===== src/design/shpd_pkg.sv =====
// Shared types and constants of the sync-header packet deframer.
package shpd_pkg;

  localparam logic [7:0] SYNC_BYTE       = 8'hFF;
  localparam logic [7:0] HEADER_OVERHEAD = 8'd3;

  localparam logic [1:0] KIND_WORD   = 2'd0;
  localparam logic [1:0] KIND_ACCEPT = 2'd1;
  localparam logic [1:0] KIND_REJECT = 2'd2;

  // One received byte held in the input register.
  typedef struct packed {
    logic       valid;
    logic [7:0] data;
  } beat_t;

  // One result item.
  typedef struct packed {
    logic [1:0]  kind;
    logic [15:0] word;
    logic [6:0]  position;
  } result_t;

endpackage


===== src/design/sync_header_packet_deframer_unit.sv =====
// Top level of the sync-header packet deframer.
//
// Usage: feed received serial bytes on the byte channel (byte_valid,
// byte_stall, rx_byte). The block hunts for two 0xFF sync bytes, checks a
// length byte (payload = length - 3, must be even and non-negative) and a
// zero byte, then pairs payload bytes low byte first into 16-bit words.
// Each word leaves on the result channel (result_valid, result_stall) with
// kind 0 and its index in position. The byte after the payload is a
// checksum; the frame closes with kind 1 (accept, 8-bit sum of payload and
// checksum is zero) or kind 2 (reject), word zero, and the word count.
// Bad sync, length or zero bytes silently restart the hunt.
//
// A byte accepted into the input register passes through the frame logic
// into the result register. Throughput is one byte per cycle, sustained
// while result_stall does not hold a waiting result, set by the state update.
// A result waiting in the result register does not block the next byte
// from entering the input register; only a full pipeline backs up.
// Reset (rst, synchronous) empties both registers and returns to the hunt
// for the first sync byte. While result_stall is high the result beat holds
// and byte_stall rises once the input register is also occupied.
module sync_header_packet_deframer_unit import shpd_pkg::*; (
  input  logic        clk,
  input  logic        rst,
  input  logic        byte_valid,
  output logic        byte_stall,
  input  logic [7:0]  rx_byte,
  output logic        result_valid,
  input  logic        result_stall,
  output logic [1:0]  kind,
  output logic [15:0] word,
  output logic [6:0]  position
);

  beat_t   beat;
  logic    advance;
  logic    res_valid;
  result_t res;

  // Hold the incoming byte.
  shpd_in_reg u_in_reg (
    .clk        (clk),
    .rst        (rst),
    .byte_valid (byte_valid),
    .byte_stall (byte_stall),
    .rx_byte    (rx_byte),
    .advance    (advance),
    .beat       (beat)
  );

  // Advance the frame state by one byte.
  shpd_frame u_frame (
    .clk       (clk),
    .rst       (rst),
    .beat      (beat),
    .advance   (advance),
    .res_valid (res_valid),
    .res       (res)
  );

  // Hold the result beat for the receiver.
  shpd_out_reg u_out_reg (
    .clk          (clk),
    .rst          (rst),
    .fire         (beat.valid),
    .res_valid    (res_valid),
    .res          (res),
    .advance      (advance),
    .result_valid (result_valid),
    .result_stall (result_stall),
    .kind         (kind),
    .word         (word),
    .position     (position)
  );

endmodule


===== src/design/shpd_in_reg.sv =====
// Input register: holds one received byte until the frame logic takes it.
module shpd_in_reg import shpd_pkg::*; (
  input  logic       clk,
  input  logic       rst,
  input  logic       byte_valid,
  output logic       byte_stall,
  input  logic [7:0] rx_byte,
  input  logic       advance,
  output beat_t      beat
);

  logic       held;
  logic [7:0] data;

  // Stall only while a held byte cannot move on.
  assign byte_stall = held && !advance;

  always_ff @(posedge clk) begin
    if (rst) begin
      held <= 1'b0;
    end else if (!byte_stall) begin
      held <= byte_valid;
    end
  end

  always_ff @(posedge clk) begin
    if (byte_valid && !byte_stall) begin
      data <= rx_byte;
    end
  end

  assign beat.valid = held;
  assign beat.data  = data;

endmodule


===== src/design/shpd_frame.sv =====
// Frame state machine: sync hunt, header check, word assembly and checksum.
module shpd_frame import shpd_pkg::*; (
  input  logic    clk,
  input  logic    rst,
  input  beat_t   beat,
  input  logic    advance,
  output logic    res_valid,
  output result_t res
);

  localparam logic [2:0] ST_SYNC1 = 3'd0;
  localparam logic [2:0] ST_SYNC2 = 3'd1;
  localparam logic [2:0] ST_LEN   = 3'd2;
  localparam logic [2:0] ST_ZERO  = 3'd3;
  localparam logic [2:0] ST_LOW   = 3'd4;
  localparam logic [2:0] ST_HIGH  = 3'd5;

  logic [2:0] stage, stage_next;
  logic [7:0] bytes_left, bytes_left_next;
  logic [7:0] running_sum, running_sum_next;
  logic [7:0] low_byte, low_byte_next;
  logic [6:0] word_index, word_index_next;
  logic [7:0] sum_add;
  logic [7:0] payload_len;
  logic       fire;

  assign fire        = beat.valid && advance;
  assign sum_add     = running_sum + beat.data;
  assign payload_len = beat.data - HEADER_OVERHEAD;

  always_comb begin
    stage_next       = stage;
    bytes_left_next  = bytes_left;
    running_sum_next = running_sum;
    low_byte_next    = low_byte;
    word_index_next  = word_index;
    res_valid        = 1'b0;
    res.kind         = KIND_WORD;
    res.word         = 16'd0;
    res.position     = word_index;
    unique case (stage)
      ST_SYNC1: stage_next = (beat.data == SYNC_BYTE) ? ST_SYNC2 : ST_SYNC1;
      ST_SYNC2: stage_next = (beat.data == SYNC_BYTE) ? ST_LEN : ST_SYNC1;
      ST_LEN: begin
        // Drop short lengths and odd payloads without a result.
        if (beat.data < HEADER_OVERHEAD || payload_len[0]) begin
          stage_next = ST_SYNC1;
        end else begin
          bytes_left_next = payload_len;
          stage_next      = ST_ZERO;
        end
      end
      ST_ZERO: stage_next = (beat.data == 8'd0) ? ST_LOW : ST_SYNC1;
      ST_LOW: begin
        if (bytes_left == 8'd0) begin
          // Checksum byte closes the frame.
          res_valid        = 1'b1;
          res.kind         = (sum_add == 8'd0) ? KIND_ACCEPT : KIND_REJECT;
          running_sum_next = 8'd0;
          word_index_next  = 7'd0;
          stage_next       = ST_SYNC1;
        end else begin
          running_sum_next = sum_add;
          low_byte_next    = beat.data;
          stage_next       = ST_HIGH;
        end
      end
      ST_HIGH: begin
        res_valid        = 1'b1;
        res.word         = {beat.data, low_byte};
        running_sum_next = sum_add;
        bytes_left_next  = bytes_left - 8'd2;
        word_index_next  = word_index + 7'd1;
        stage_next       = ST_LOW;
      end
      default: stage_next = ST_SYNC1;
    endcase
  end

  always_ff @(posedge clk) begin
    if (rst) begin
      stage       <= ST_SYNC1;
      bytes_left  <= 8'd0;
      running_sum <= 8'd0;
      low_byte    <= 8'd0;
      word_index  <= 7'd0;
    end else if (fire) begin
      stage       <= stage_next;
      bytes_left  <= bytes_left_next;
      running_sum <= running_sum_next;
      low_byte    <= low_byte_next;
      word_index  <= word_index_next;
    end
  end

endmodule


===== src/design/shpd_out_reg.sv =====
// Result register: holds one result beat until the receiver takes it.
module shpd_out_reg import shpd_pkg::*; (
  input  logic        clk,
  input  logic        rst,
  input  logic        fire,
  input  logic        res_valid,
  input  result_t     res,
  output logic        advance,
  output logic        result_valid,
  input  logic        result_stall,
  output logic [1:0]  kind,
  output logic [15:0] word,
  output logic [6:0]  position
);

  logic    held;
  result_t data;

  // Advance whenever the register is empty or being drained.
  assign advance = !held || !result_stall;

  always_ff @(posedge clk) begin
    if (rst) begin
      held <= 1'b0;
    end else if (advance) begin
      held <= fire && res_valid;
    end
  end

  always_ff @(posedge clk) begin
    if (advance && fire && res_valid) begin
      data <= res;
    end
  end

  assign result_valid = held;
  assign kind         = data.kind;
  assign word         = data.word;
  assign position     = data.position;

endmodule


===== config.mk =====
export PLATFORM = sky130hd
export DESIGN_NAME = sync_header_packet_deframer_unit
export DESIGN_NICKNAME = d
export VERILOG_FILES = /design/src/design/shpd_pkg.sv /design/src/design/sync_header_packet_deframer_unit.sv /design/src/design/shpd_in_reg.sv /design/src/design/shpd_frame.sv /design/src/design/shpd_out_reg.sv
export SDC_FILE = /design/constraint.sdc
export NUM_CORES = 1
export LEC_CHECK = 0
export BUFFER_PORTS_ARGS = -buffer_cell sky130_fd_sc_hd__buf_2
export CAP_MARGIN = 20
export CORE_MARGIN = 2
export CORE_UTILIZATION = 45
export CTS_BUF_LIST = sky130_fd_sc_hd__clkbuf_16
export DETAILED_ROUTE_END_ITERATION = 8
export PLACE_DENSITY = 0.68
export SLEW_MARGIN = 10
export SYNTH_ARGS = -nofsm -noshare
export SYNTH_HDL_FRONTEND = slang
export SYNTH_HIERARCHICAL = 1
export SYNTH_SLANG_ARGS = --single-unit

===== constraint.sdc =====
create_clock -name clk -period 4 [get_ports clk]
set_clock_uncertainty 0.05 [all_clocks]
set_input_delay 0 -clock clk [delete_from_list [all_inputs] [get_ports clk]]
set_output_delay 0 -clock clk [all_outputs]
set_load 0.03 [all_outputs]

==> results of run 1 <==
-- metal layers --
metal  up-vias  wire length [um]  part of all wire, %  track usage [%]
li1       1233                 -                    -                -
met1      1163              3040                   44             23.7
met2        83              3330                   48             28.9
met3        11               378                  5.5             3.84
met4         0               119                  1.7             8.28
met5         -                 0                    0                0
-- cell families after synthesis --
group | count (synthesis) | synth area share, %
buffers and inverters | 23 | 3.00
AND/OR/NAND/NOR | 119 | 19.6
flip-flops | 69 | 51.9
XOR/XNOR | 16 | 4.25
adder cells (fa/ha/maj) | 12 | 4.78
multiplexers | 9 | 2.73
AO/OA/AOI/OAI | 65 | 13.8
-- cells in the final DEF (no fill, tap or decap), drive strengths merged, types with 10 or more instances in the layout --
| master | synthesis | layout |
|---|---|---|
| dlygate4sd3 | 0 | 10 |
| and2 | 16 | 16 |
| nand2 | 18 | 18 |
| a21oi | 20 | 20 |
| buf | 4 | 39 |
| ha | 11 | 11 |
| nor2 | 34 | 34 |
| dfxtp | 36 | 36 |
| edfxtp | 33 | 33 |
| xnor2 | 10 | 10 |
| o21ai | 13 | 13 |
-- worst min path at each step --
stage	to	slack, ps	cells after the start
2_1_floorplan	u_out_reg/result_valid	10	1
3_3_place_gp	u_in_reg/data[4]	130	1
3_5_place_dp	u_in_reg/data[4]	130	1
4_1_cts	u_frame/low_byte[1]	110	2
5_1_grt	u_frame/low_byte[7]	150	2
6_report	u_frame/low_byte[1]	130	2
-- power by group --
| group | switching [mW] | leakage (nW) | internal, mW | total, mW |
|---|---|---|---|---|
| clock | 0.302 | 0.142 | 0.484 | 0.785 |
| sequential | 0.0160 | 0.650 | 0.743 | 0.759 |
| combinational | 0.0377 | 0.788 | 0.0317 | 0.0694 |
-- layout make-up --
cell class	count	share of cell area, %
sequential	69	43.3
multi-input combinational	221	37.8
timing repair buffer	49	7.53
clock buffer	9	5.70
tap	99	3.13
clock inverter	7	1.93
inverter	7	0.665
-- flip-flops by register name, summed over array words and instances (netlist names) --
signal / count
u_out_reg/result_valid: 1
u_frame/bytes_left: 8
u_frame/word_index: 7
u_out_reg/kind: 2
u_frame/running_sum: 8
u_frame/low_byte: 8
u_in_reg/held: 1
u_out_reg/word: 16
u_out_reg/position: 7
u_frame/stage: 3
u_in_reg/data: 8
-- stage by stage --
step                power (mW)  hold slack, ps  worst slack [ps]
floorplan                0.815            12.4              1010
global placement         0.833             126              1610
detailed placement       0.835             128              1550
CTS                       1.63             114              1540
global route              1.67             153              1420
finish                    1.61             130              1510
==> metrics.md, run 1 <==
| Metric | Value |
|---|---|
| Hold Crit Start | `rst` |
| # hold bufs at CTS | `10` |
| DP HPWL | `4700 um` |
| Final Util | `55.1%` |
| First-pass GRT wire length | `10,800 um` |
| Hold violation total from the final report | `0` |
| Syn Std Cell Area | `3300 sq um` |
| Reg2Reg Setup Slack | `1510 ps` |
| CP arrival | `2500 ps` |
| Inserted Clock Buffers | `9` |
| Period minus WS final | `2490 ps` |
| Largest net degree at the start of global routing | `32` |
| Avg WL per Cell | `14.9 um` |
| Drt first pass iters | `5` |
| DRC viols | `0` |
| Synth Register Bits | `slightly below 70` |
| Worst R2R Path Depth | `6` |
| Die area | `~8000 sq um` |
| Vias | `2,490` |
| Tot GR Track Use | `18.1%` |
| I/O Buffers | `38` |
| Dpl cell area | `3550 sq um` |
| Worst Setup EP | `u_out_reg/kind[1]` |
| Max Freq | `0.402 GHz` |
| Final Net Count | `381` |
| Clk sink count | `69` |
| Die W | `89.6 um` |
| Initial DRC Count | `181` |
| EDFF count, synth | `33` |
| CORE AREA | `7180 sq um` |
| Post-route clock period utilization | `62.2%` |
| Leakage power | `1.58 nW` |
| Routed Antenna Nets | `0` |
| IR drop worst, VDD | `approximately 0.31 mV` |
| Final wirelength | `6870 um` |
| H-tree depth | `3` |
| Filler cells | `between 600 and 700` |
| Post-CTS Setup Inserts | `0` |
| Crit Path Class | `reg -> reg` |
| Final non-filler cell total | `461` |
| Clk slew on worst S/H paths | `60 ps` |
| Worst Path Required | `4020 ps` |
| Worst relative slew slack | `40.3%` |
| Status | `finished, final reports clean` |
| Share of the synthesized area in the top cell type | `between 30% and 40%` |
| Later-pin clock latency in the skew report | `330 ps` |
| Via-per-instance ratio | `5.40` |
| CP Cell Sequence | `ha_1 -> fa_1 -> xor2_1 -> or3_1 -> nor4_1 -> a31oi_1` |
| Area growth, synth to finish | `19.8%` |
| RSZ-0062 raised after global routing | `false` |
| Grt ovf | `0` |
| Register area share after synthesis | `51.9%` |
| Synth Flop Type | `dfxtp_1` |
| CP max-delay cell | `edfxtp_1` |
| Maximum Capacitance Violations | `0` |
| Reg2reg start | `u_in_reg/data[0]` |
| Crit path depth | `6` |
| Worst setup EP type | `flip-flop` |
| Max stage delay on crit path | `500 ps` |
| Worst-margin pin slew | `872 ps` |
| CTS tree | `yes` |
| Crit. Startpoint | `u_in_reg/data[0]` |
| Total area of sequential cells | `1710 sq um` |
| Initial Utilization | `46.0%` |
| Async S/R FF share, synth | `0%` |
| Synth top area cells | `edfxtp_1 30%, dfxtp_1 22%, ha_1 4.2%` |
| Multi-input logic area | `around 1500 sq um` |
| Post-Syn Area per Cell | `10.5 sq um` |
| Pwr Density | `408 nW/um^2` |
| Vias in the first global route | `2,207` |
| Delay-heaviest family, CP | `simple AND/OR/NAND/NOR gates` |
| Worst-path maximum fanout | `7` |
| Total number of yosys warnings | `6` |
| Final setup TNS | `0 ps` |
| Yosys top cell by area | `edfxtp_1` |
| Clock Tree Root | `clkbuf_16` |
| Maximum clock path buffer count | `2` |
| Final setup violation count | `0` |
| Final Max Slew Viols | `0` |
| Top-count cell post-synth | `dfxtp_1` |
| Final std cell area, no fill | `3950 sq um` |
| Post-synthesis cell type count | `59` |
| Critical path launch point type | `flip-flop` |
| FP Rows | `31` |
| Share of cells above drive strength 1 | `a little under a fifth` |
| CP Buf/Inv Count | `0` |
| RePlAce Congestion | `about 0.88` |
| Cts repair resizes | `0` |
| Antenna cells | `0` |
| IO Count | `39` |
| Post-synthesis net count | `337` |
| Placed cells | `around 440` |
| Hold WC Path Type | `in -> reg` |
| Post-synth top cells | `36 x dfxtp_1, 34 x nor2_1, 33 x edfxtp_1` |
| Syn Inst Count | `313` |
| Reg2reg end | `u_out_reg/kind[1]` |
| Die Span Y | `89.6 um` |
| Antenna violations before repair | `0` |
Note: power is estimated with default switching activity, not from simulation.
==> run 2: changes to the inputs <==
==> constraint.sdc (replaced) <==
create_clock -name clk -period 2.4 [get_ports clk]
set_clock_uncertainty 0.05 [all_clocks]
set_input_delay 0 -clock clk [delete_from_list [all_inputs] [get_ports clk]]
set_output_delay 0 -clock clk [all_outputs]
set_load 0.03 [all_outputs]
==> metrics.md, run 2 (same netlist as run 1, synthesis figures left out) <==
| Metric | Value |
|---|---|
| Status | `finished, final reports clean` |
| Routed Antenna Nets | `0` |
| Worst-margin pin slew | `634 ps` |
| Final setup TNS | `0 ps` |
| Post-route clock period utilization | `94.5%` |
| CORE AREA | `7180 sq um` |
| Commonest cells after routing, fill and taps aside | `38 x buf_2, 36 x dfxtp_1, 34 x nor2_1, 33 x edfxtp_1` |
| Die area | `about 8000 sq um` |
| Final setup violation count | `0` |
| RePlAce Congestion | `0.887` |
| Later-pin clock latency in the skew report | `330 ps` |
| Via-per-instance ratio | `5.36` |
| IR drop worst, VDD | `~0.50 mV` |
| CTS tree | `yes` |
| Setup WS pre-CTS | `88.6 ps` |
| Routed wl met3 | `270 um` |
| Final Max Slew Viols | `0` |
| Worst relative slew slack | `about 58%` |
| Largest net degree at the start of global routing | `32` |
| Final worst slack | `132 ps` |
| Die W | `approximately 90 um` |
| Post-CTS Setup Inserts | `0` |
| Critical path launch point type | `flip-flop` |
| Maximum Capacitance Violations | `0` |
| Share of cells above drive strength 1 | `approximately 22%` |
| Grt ovf | `0` |
| Inserted Clock Buffers | `9` |
| Vias | `2,540` |
| Worst-path maximum fanout | `2` |
| Vias in the first global route | `2,367` |
| I/O Buffers | `38` |
| Most common cell after layout, fill and taps aside | `buf_2` |
| Max Freq | `0.441 GHz` |
| Pwr Density | `664 nW/um^2` |
| Met2 WL | `3300 um` |
| Worst Path Required | `2420 ps` |
| Largest register FFs | `16` |
| DRC viols | `0` |
| Reg2Reg Setup Slack | `130 ps` |
| Crit Path Class | `reg -> reg` |
| Clk sink count | `69` |
| CP arrival | `2280 ps` |
| Die Span Y | `89.6 um` |
| FP Rows | `31` |
| Maximum clock path buffer count | `2` |
| H-tree depth | `3` |
| Antenna cells | `0` |
| Antenna violations before repair | `0` |
| Hold violation total from the final report | `0` |
| Clk slew on worst S/H paths | `60 ps` |
| DR top layer | `met4` |
| Initial DRC Count | `147` |
| WL met1 | `between 3000 and 4000 um` |
| IO Count | `39` |
| Final wirelength | `6860 um` |
| Avg WL per Cell | `roughly 14 um` |
| RSZ-0062 raised after global routing | `false` |
| Period minus WS final | `2270 ps` |
| DP HPWL | `4770 um` |
| Area growth, synth to finish | `23.7%` |
| Hold WC Path Type | `in -> reg` |
| Drt first pass iters | `4` |
| Clock Tree Root | `clkbuf_16` |
| Initial Utilization | `46.0%` |
| Tot GR Track Use | `18.8%` |
| First-pass GRT wire length | `11,200 um` |
| Leakage power | `~1.7 nW` |
| Final Net Count | `394` |
| Worst setup EP type | `flip-flop` |
run 2: report_power, final:
group          internal [mW]  total, mW  leakage, nW  switching, mW
sequential              1.24       1.25        0.650         0.0159
clock                  0.808       1.31        0.146          0.505
combinational         0.0656      0.143        0.856         0.0776
run 2: stage by stage:
| stage | hold WS, ps | util, % | power, mW | cell area, sq um | instances |
|---|---|---|---|---|---|
| floorplan | 12.4 | - | 1.36 | 3310 | 313 |
| global placement | 126 | 51.1 | 1.40 | 3670 | 448 |
| detailed placement | 129 | 51.1 | 1.41 | 3670 | 448 |
| CTS | 111 | 56.7 | 2.73 | 4070 | 474 |
| global route | 152 | 56.9 | 2.80 | 4080 | 474 |
| finish | 116 | 56.9 | 2.71 | 4080 | 474 |
run 2: repair_timing:
item                                    CTS  global route
endpoints found under the setup margin    0             2
endpoints found under the hold margin    10             0
gates resized for setup                   0             2
hold buffers                             10             0
run 2: area by class of cell:
class,count,area [sq um]
Sequential cell,69,1710
Fill cell,636,3090
Timing Repair Buffer,62,408
Inverter,7,26.3
Clock buffer,9,225
Multi-Input combinational cell,221,1510
Tap cell,99,124
Clock inverter,7,73.8
run 2: worst paths after layout:
path	from	end	cells past startpoint
max	u_in_reg/data[0]	u_out_reg/kind[1]	6
min	rst	u_frame/bytes_left[4]	2
max reg2reg	u_in_reg/data[0]	u_out_reg/kind[1]	6
min reg2reg	u_frame/bytes_left[0]	u_frame/bytes_left[0]	2
run 2: metal layers:
metal / track usage (%) / up-vias
met5: 0 / -
met4: 11.1 / 0
met3: 3.56 / 20
met2: 30.1 / 68
met1: 23.5 / 1202
li1: - / 1250
run 2: critical path, cell delays in order, from the launching register on:
cell	delay, ps
edfxtp_1	380
ha_1	240
fa_1	410
xor2_1	180
or3_1	330
nor4_2	290
a31oi_1	120
==> run 3: changes to the inputs <==
--- a/config.mk
+++ b/config.mk
@@ -6,12 +6,13 @@
 export NUM_CORES = 1
 export LEC_CHECK = 0
 export BUFFER_PORTS_ARGS = -buffer_cell sky130_fd_sc_hd__buf_2
-export CAP_MARGIN = 20
+export CAP_MARGIN = 5
 export CORE_MARGIN = 2
-export CORE_UTILIZATION = 45
+export CORE_UTILIZATION = 58
 export CTS_BUF_LIST = sky130_fd_sc_hd__clkbuf_16
 export DETAILED_ROUTE_END_ITERATION = 8
-export PLACE_DENSITY = 0.68
+export GPL_TIMING_DRIVEN = 0
+export PLACE_DENSITY = 0.83
 export SLEW_MARGIN = 10
 export SYNTH_ARGS = -nofsm -noshare
 export SYNTH_HDL_FRONTEND = slang
==> metrics.md, run 3 (same netlist as run 1, synthesis figures left out) <==
| Metric | Value |
|---|---|
| Status | `finished, final reports clean` |
| Delay-heaviest family, CP | `compound AO/OA/AOI/OAI gates` |
| Clock Tree Root | `clkbuf_16` |
| Final Util | `roughly 74%` |
| Hold path cells | `3` |
| Total area of sequential cells | `1710 sq um` |
| Most common cell after layout, fill and taps aside | `buf_2` |
| FP Rows | `27` |
| Worst-path maximum fanout | `8` |
| CP max-delay cell | `or4_4` |
| Final Net Count | `402` |
| Final non-filler cell total | `approximately 460` |
| Worst Path Required | `between 2000 and 3000 ps` |
| First-pass GRT wire length | `12,000 um` |
| Hold violation total from the final report | `0` |
| Filler cells | `about 380` |
| Maximum clock path buffer count | `2` |
| Multi-input logic area | `1540 sq um` |
| DP HPWL | `around 4700 um` |
| Worst setup EP type | `flip-flop` |
| Tot GR Track Use | `about a quarter` |
| Critical path launch point type | `flip-flop` |
| RePlAce Congestion | `0.920` |
| Met2 usage | `43.9%` |
| Final wirelength | `7520 um` |
| Routed Antenna Nets | `0` |
| IO Count | `39` |
| Dpl cell area | `3590 sq um` |
| Max stage delay on crit path | `between 600 and 700 ps` |
| Post-route clock period utilization | `99.6%` |
| Leakage power | `1.63 nW` |
| DRC viols | `0` |
| Commonest cells after routing, fill and taps aside | `39 x buf_2, 36 x dfxtp_1, 34 x nor2_1, 33 x edfxtp_1` |
| CP Cell Sequence | `or4_4 -> o41ai_1 -> a21oi_1 -> a221oi_1` |
| Maximum Capacitance Violations | `0` |
| Later-pin clock latency in the skew report | `330 ps` |
| Period minus WS final | `approximately 2400 ps` |
| Grt met1 use | `30.7%` |
| GR Util met3 | `5.09%` |
| Inserted Clock Buffers | `9` |
| Share of cells above drive strength 1 | `between 20% and 30%` |
| CP Buf/Inv Count | `0` |
| Pwr Density | `around 640 nW/um^2` |
| Avg WL per Cell | `~17 um` |
| Crit Path Class | `reg -> reg` |
| Vias in the first global route | `about 2,500` |
| Grt ovf | `0` |
| Die area | `6310 sq um` |
| Worst-margin pin slew | `roughly 630 ps` |
| Initial Utilization | `about 60%` |
| Die W | `79.4 um` |
| Worst R2R Path Depth | `4` |
| Clk sink count | `69` |
| Final setup violation count | `0` |
| Drt first pass iters | `7` |
| Area growth, synth to finish | `23.1%` |
| Hold Crit Start | `result_stall` |
| Antenna cells | `0` |
| Hold WC Path Type | `in -> reg` |
| Via-per-instance ratio | `approximately 6` |
| CTS tree | `yes` |
| IR drop worst, VDD | `0.430 mV` |
| I/O Buffers | `38` |
| RSZ-0062 raised after global routing | `false` |
| Antenna violations before repair | `0` |
| Largest register FFs | `16` |
| CP arrival | `about 2600 ps` |
| Worst hold path endpoint | `u_out_reg/result_valid` |
| Final std cell area, no fill | `4060 sq um` |
| H-tree depth | `3` |
| Worst relative slew slack | `57.6%` |
| Placed cells | `423` |
| Reg2Reg Setup Slack | `9 ps` |
| Initial DRC Count | `272` |
| CORE AREA | `between 5000 and 6000 sq um` |
| Clk slew on worst S/H paths | `60 ps` |
| Reg2reg end | `u_frame/bytes_left[1]` |
| Reg2reg start | `u_in_reg/data[3]` |
| Die Span Y | `79.4 um` |
| Largest net degree at the start of global routing | `14` |
| Max Freq | `0.418 GHz` |
| Vias | `approximately 2,700` |
| Final Power | `2.58 mW` |
| Final Max Slew Viols | `0` |
| GRT busiest layer | `met2` |
-- run 3: worst max path at each step --
stage          depth (start not counted)                    end                  start
2_1_floorplan                          6      u_out_reg/kind[1]       u_in_reg/data[0]
3_3_place_gp                           6      u_out_reg/kind[1]  u_frame/bytes_left[1]
3_5_place_dp                           6  u_out_reg/position[0]  u_frame/bytes_left[4]
4_1_cts                                7      u_out_reg/word[4]  u_frame/bytes_left[1]
5_1_grt                                4  u_frame/bytes_left[1]       u_in_reg/data[3]
6_report                               4  u_frame/bytes_left[1]       u_in_reg/data[3]
-- run 3: repair_timing --
| item | CTS | global route |
|---|---|---|
| gates cloned | 1 | 0 |
| setup endpoints to repair | 28 | 29 |
| hold endpoints to repair | 11 | 0 |
| pin swaps | 0 | 1 |
| resized for setup | 2 | 6 |
| hold buffers | 10 | 0 |
| setup buffers | 5 | 0 |
-- run 3: report_power, final --
group | total (mW) | internal [mW] | switching (mW)
registers | 1.25 | 1.24 | 0.0158
logic | 0.146 | 0.0628 | 0.0830
clock network | 1.18 | 0.690 | 0.490
-- run 3: cell type report --
cell class,count,area share [%]
Sequential cell,69,42.2
Multi-Input combinational cell,222,37.9
Timing Repair Buffer,53,8.69
Clock buffer,9,5.55
Tap cell,72,2.22
Buffer,16,1.82
Clock inverter,7,1.05
Inverter,7,0.647
-- run 3: tightest hold or removal path: stages --
cell     delay [ps]
buf_2           160
nand2_2         160
a21oi_2          60
-- run 3: through the flow --
step | hold WS, ps | TNS, ps | worst slack (ps)
after detailed placement | 128 | -6360 | -246
after global placement | 126 | -3480 | -132
after CTS | 44.0 | 0 | 60.6
after global routing | 54.9 | 0 | 6.74
after floorplan | 12.4 | 0 | 153
final | 49.4 | 0 | 8.67
-- run 3: per-layer routing --
| metal | part of all wire [%] | up-vias |
|---|---|---|
| li1 | - | 1267 |
| met1 | 40 | 1259 |
| met2 | 51 | 110 |
| met3 | 6.5 | 18 |
| met4 | 2.1 | 0 |
| met5 | 0 | - |
